$ cat src/rtl/assert_macros.svh
// Assertion helpers shared by the RTL.
`ifndef ASSERT_MACROS_SVH
`define ASSERT_MACROS_SVH

// expr holds at every clock edge out of reset
`define ASSERT_HOLDS(lbl, clk, rst_n, expr) \
    lbl: assert property (@(posedge clk) disable iff (!rst_n) (expr)) \
        else $error("%m: check failed");

// cons holds in the same cycle as ante
`define ASSERT_IMPLIES(lbl, clk, rst_n, ante, cons) \
    lbl: assert property (@(posedge clk) disable iff (!rst_n) (ante) |-> (cons)) \
        else $error("%m: check failed");

// cons holds in the cycle after ante
`define ASSERT_NEXT(lbl, clk, rst_n, ante, cons) \
    lbl: assert property (@(posedge clk) disable iff (!rst_n) (ante) |=> (cons)) \
        else $error("%m: check failed");

`endif

$ cat src/rtl/lrt_pkg.sv
`default_nettype none

package lrt_pkg;

    localparam int MAX_ENTRIES = 128;
    localparam int KEY_WIDTH   = 63;
    localparam int IDX_W       = $clog2(MAX_ENTRIES);
    localparam int CNT_W       = $clog2(MAX_ENTRIES + 1);
    localparam int LIM_W       = 8;
    localparam int OCC_W       = 8;
    localparam int CMP_W       = (CNT_W > LIM_W) ? CNT_W : LIM_W;

    localparam logic [LIM_W-1:0] LIMIT_RESET = 8'd100;

    typedef enum logic [1:0] {
        ST_IDLE,
        ST_CMP,
        ST_ENC,
        ST_UPD
    } t_state;

    typedef struct packed {
        logic [CNT_W-1:0] count;
        logic [IDX_W-1:0] key_pos;
        logic [IDX_W-1:0] rem_pos;
        logic             drop;
    } t_cell_ctl;

endpackage

`default_nettype wire

$ cat src/rtl/lrt_cell.sv
`default_nettype none

module lrt_cell
    import lrt_pkg::*;
(
    input  wire logic                 i_clk,
    input  wire logic [IDX_W-1:0]     i_index,
    input  wire logic [KEY_WIDTH-1:0] i_key,
    input  wire logic                 i_cmp_en,
    input  wire logic                 i_upd_en,
    input  wire t_cell_ctl            i_ctl,
    input  wire logic [KEY_WIDTH-1:0] i_next1,
    input  wire logic [KEY_WIDTH-1:0] i_next2,
    output logic [KEY_WIDTH-1:0]      o_key,
    output logic                      o_match
);

    logic [KEY_WIDTH-1:0] r_key;
    logic [KEY_WIDTH-1:0] n_key;
    logic                 r_match;
    logic                 w_live;
    logic [IDX_W:0]       w_idx_p1;

    assign w_live   = CNT_W'(i_index) < i_ctl.count;
    assign w_idx_p1 = {1'b0, i_index} + (IDX_W + 1)'(1);

    always_comb begin
        if (i_index == i_ctl.key_pos) begin
            n_key = i_key;
        end else if (i_ctl.drop) begin
            n_key = (w_idx_p1 >= {1'b0, i_ctl.rem_pos}) ? i_next2 : i_next1;
        end else begin
            n_key = (i_index >= i_ctl.rem_pos) ? i_next1 : r_key;
        end
    end

    always_ff @(posedge i_clk) begin
        if (i_cmp_en) begin
            r_match <= w_live && (r_key == i_key);
        end
        if (i_upd_en) begin
            r_key <= n_key;
        end
    end

    assign o_key   = r_key;
    assign o_match = r_match;

endmodule

`default_nettype wire
$ cat config.mk
export PLATFORM = sky130hd
export DESIGN_NAME = lrt_cell
export DESIGN_NICKNAME = d
export VERILOG_FILES = /design/src/rtl/assert_macros.svh /design/src/rtl/lrt_pkg.sv /design/src/rtl/lrt_cell.sv
export SDC_FILE = /design/constraint.sdc
export NUM_CORES = 1
export LEC_CHECK = 0
export ABC_CLOCK_PERIOD_IN_PS = 3250
export CAP_MARGIN = 25
export CELL_PAD_IN_SITES_DETAIL_PLACEMENT = 1
export CELL_PAD_IN_SITES_GLOBAL_PLACEMENT = 2
export CORE_MARGIN = 3
export CORE_UTILIZATION = 30
export CTS_BUF_LIST = sky130_fd_sc_hd__clkbuf_16
export DETAILED_ROUTE_END_ITERATION = 12
export DONT_BUFFER_PORTS = 1
export GPL_ROUTABILITY_DRIVEN = 0
export MAX_ROUTING_LAYER = met4
export PLACE_DENSITY_LB_ADDON = 0.08
export SLEW_MARGIN = 10
export SYNTH_ARGS = -nofsm -noshare
export SYNTH_HDL_FRONTEND = slang
export SYNTH_SLANG_ARGS = --single-unit
$ cat constraint.sdc
create_clock -name i_clk -period 3.25 [get_ports i_clk]
set_input_delay 0.65 -clock i_clk [delete_from_list [all_inputs] [get_ports i_clk]]
set_output_delay 0.65 -clock i_clk [all_outputs]
set_load 0.02 [all_outputs]
==> results.rst <==
.. list-table::
   :header-rows: 1

   * - Metric
     - Value
   * - Run status
     - complete, no violations
   * - Height of the die
     - 133 um
   * - Clock transition at the registers of the reported paths
     - 50 ps
   * - Synth-to-layout area growth
     - 8.49%
   * - Final std cell area, no fill
     - 5230 um^2
   * - Final Cycle Share
     - 78.0%
   * - GRT Total Usage
     - 21.7%
   * - Fraction of synthesized cell area taken by the top area cell type
     - 39.9%
   * - Top cell type by total area after synthesis
     - sky130_fd_sc_hd__edfxtp_1
   * - # port buffers
     - 0
   * - Final Routed Wirelength
     - 19100 um
   * - Count leader, synth
     - sky130_fd_sc_hd__nand3_1
   * - Synthesized net count
     - 772
   * - Worst setup SP type
     - flop
   * - Ordered list of cells on the worst path
     - xnor2_1 > nand4_1 > nor4_1 > nand2_1 > a2111oi_0 > buf_4
   * - Count of clock tree sinks
     - 64
   * - Floorplan Core Area
     - 15500 um^2
   * - Post-synthesis async set-or-reset flop share
     - 0%
   * - Leakage power of the design
     - 1.85 nW
   * - Sum of negative setup slack
     - 0 ps
   * - Type of the most critical hold path
     - in2reg
   * - Post-synthesis cell count
     - 529
   * - Instance area after placement
     - 4950 um^2
   * - Setup Buffers After CTS
     - 0
   * - # fillers
     - 1766
   * - Setup repair after global routing missed its margin
     - no
   * - Most used standard cells in the synthesized netlist
     - 68 x sky130_fd_sc_hd__nand3_1, 66 x sky130_fd_sc_hd__nor2_1, 65 x sky130_fd_sc_hd__a31oi_1
   * - Arrival @ worst endpoint
     - 2740 ps
   * - Share of post-route cells with drive strength above 1
     - 5.44%
   * - Fin. max-slew vios
     - 0
   * - Critical Setup Path Class
     - reg2reg
   * - Initial standard-cell utilization of the core
     - 31.1%
   * - Overall via count from detail_route
     - 4135
   * - Number of cell rows
     - 45
   * - Overflow after GRT
     - 0
   * - Layout net count
     - 753
   * - Buffer depth of the longest clock path
     - 2
   * - Sequential element share of the synthesized area
     - 39.9%
   * - Mean cell area of the mapped netlist
     - 9.11 um^2
   * - CTS tree
     - yes
   * - Antenna-violating nets left
     - 0
   * - Most area-consuming cells after synthesis
     - sky130_fd_sc_hd__edfxtp_1 40%, sky130_fd_sc_hd__xnor2_1 8.5%, sky130_fd_sc_hd__a31oi_1 8.4%, sky130_fd_sc_hd__nand3_1 7.1%, sky130_fd_sc_hd__ha_1 5.5%
   * - Global-route wire length before repair
     - 28000 um
   * - Highest fanout seen on the critical path
     - 2
   * - Vias/cell
     - 5.69
   * - Worst max-slew margin expressed relative to the limit
     - 33.2%
   * - Fmax achieved
     - 0.394 GHz
   * - I/O pin cnt
     - 286
   * - Max IR drop VDD
     - 0.000279 V
   * - Post-detail-place hpwl
     - 14300 um
   * - Via count of the first global-routing pass
     - 4359
   * - Worst Path Required
     - 3460 ps
   * - EDFF count, synth
     - 64
   * - Synth Warn #
     - 0
   * - Largest net degree at the start of global routing
     - 127
   * - CTS H-tree depth
     - 3
   * - Actual slew at the worst max-slew pin
     - 1000 ps
   * - Footprint of the multi-input gates
     - 2590 um^2
   * - Post-CTS Resized
     - 0
   * - Antenna violations before repair
     - 1
   * - Clock skew
     - 3.95 ps
   * - Cts bufs inserted
     - 9
   * - Die area
     - 17600 um^2
   * - Power Density
     - 522 nW/um^2
   * - Clock latency on the worst-skew pair
     - 340 ps
   * - Unique cell type count in the Yosys netlist
     - 34
   * - Final Hold Viols
     - 0
   * - Final period demand of the worst path
     - 2540 ps
   * - Flop and latch count out of synthesis
     - 64
   * - Final Core Density
     - 33.8%
   * - Maximum single-stage delay on the critical path
     - 560 ps
   * - Root Buffer Master
     - sky130_fd_sc_hd__clkbuf_16
   * - Drc violations
     - 0
   * - Iteration-0 DRC Markers
     - 334
   * - Main synth FF type
     - sky130_fd_sc_hd__edfxtp_1
   * - Number of detailed-routing iterations run before antenna repair
     - 5
   * - Max Cap Violations
     - 0
   * - Setup violations, final
     - 0
   * - # hold bufs at CTS
     - 0
   * - Horizontal die dimension
     - 133 um
   * - Combined flip-flop and latch cell area
     - 1920 um^2
   * - Worst Setup End Kind
     - flop
   * - Slowest cell on the critical path
     - sky130_fd_sc_hd__nor4_1
   * - Detail-routed net length per standard cell
     - 26.2 um
   * - Synthesized cell area
     - 4820 um^2
## kinds of logic (layout without fill, tap and decap cells)
logic type / after synthesis / in the layout / synth area share (%)
buffers and inverters: 57 / 43 / 6.52
AO/OA/AOI/OAI: 149 / 149 / 18.7
AND/OR/NAND/NOR: 167 / 167 / 16.5
XOR/XNOR: 71 / 71 / 12.9
flip-flops: 64 / 64 / 39.9
other: 0 / 1 / 0
adder cells (fa/ha/maj): 21 / 21 / 5.45
## critical path, delay by kind of cell (launching register included)
kind	cells	cell delay, ps
and+or+nand+nor	3	910
xor gates and xnor gates	1	350
DFF	1	520
buffers and inverters	1	190
AOI/OAI and AO/OA	1	440
## power by group
| part | switching, mW | leakage (nW) | total [mW] | internal [mW] |
|---|---|---|---|---|
| combinational | 0.277 | 1.10 | 0.485 | 0.207 |
| clock | 0.372 | 0.147 | 0.952 | 0.580 |
| sequential | 0.233 | 0.607 | 1.29 | 1.06 |
## state kept, by name, summed over array words and instances, names as in the netlist
signal   count
o_match      1
o_key       63
## area by class of cell
cell class,count,share of cell area (%)
Multi-Input combinational cell,408,49.6
Sequential cell,64,36.8
Tap cell,211,5.05
Clock buffer,9,4.31
Timing Repair Buffer,8,1.87
Inverter,19,1.36
Clock inverter,7,1.05
Antenna cell,1,0.0479
## routing by layer
layer	GRT usage, %	routed length, um	vias to the layer above
met5	-	0	-
met4	4.85	244	0
met3	7.60	1700	19
met2	34.0	9120	196
met1	27.0	8010	1985
li1	-	-	1935
## worst paths after layout
check        slack (ps)       to       from  depth (start not counted)
max                 710  o_match  o_key[50]                          6
min                 420  o_match   i_cmp_en                          0
max reg2reg         710  o_match  o_key[50]                          6
min reg2reg        1100  o_match  o_key[57]                          4
## cell usage in the layout, fill, tap and decap left out, types with 3 or more instances in the layout
cell type	n
sky130_fd_sc_hd__a21oi_1	4
sky130_fd_sc_hd__a31oi_1	65
sky130_fd_sc_hd__buf_12	3
sky130_fd_sc_hd__buf_4	5
sky130_fd_sc_hd__clkbuf_16	9
sky130_fd_sc_hd__edfxtp_1	64
sky130_fd_sc_hd__ha_1	21
sky130_fd_sc_hd__inv_1	21
sky130_fd_sc_hd__nand2_1	3
sky130_fd_sc_hd__nand3_1	68
sky130_fd_sc_hd__nand4_1	14
sky130_fd_sc_hd__nor2_1	66
sky130_fd_sc_hd__nor4_1	8
sky130_fd_sc_hd__o21ai_0	47
sky130_fd_sc_hd__o21ai_1	18
sky130_fd_sc_hd__xnor2_1	47
sky130_fd_sc_hd__xor2_1	24
## metrics by stage
| step | std cells | power (mW) | hold WS (ps) | setup slack, ps |
|---|---|---|---|---|
| floorplan | 529 | 1.64 | 762 | 477 |
| global placement | 710 | 1.79 | 763 | 504 |
| detailed placement | 710 | 1.81 | 763 | 412 |
| CTS | 726 | 2.78 | 401 | 721 |
| global route | 727 | 2.86 | 399 | 498 |
| finish | 727 | 2.73 | 424 | 715 |
Power figures use the tool's default switching activity.
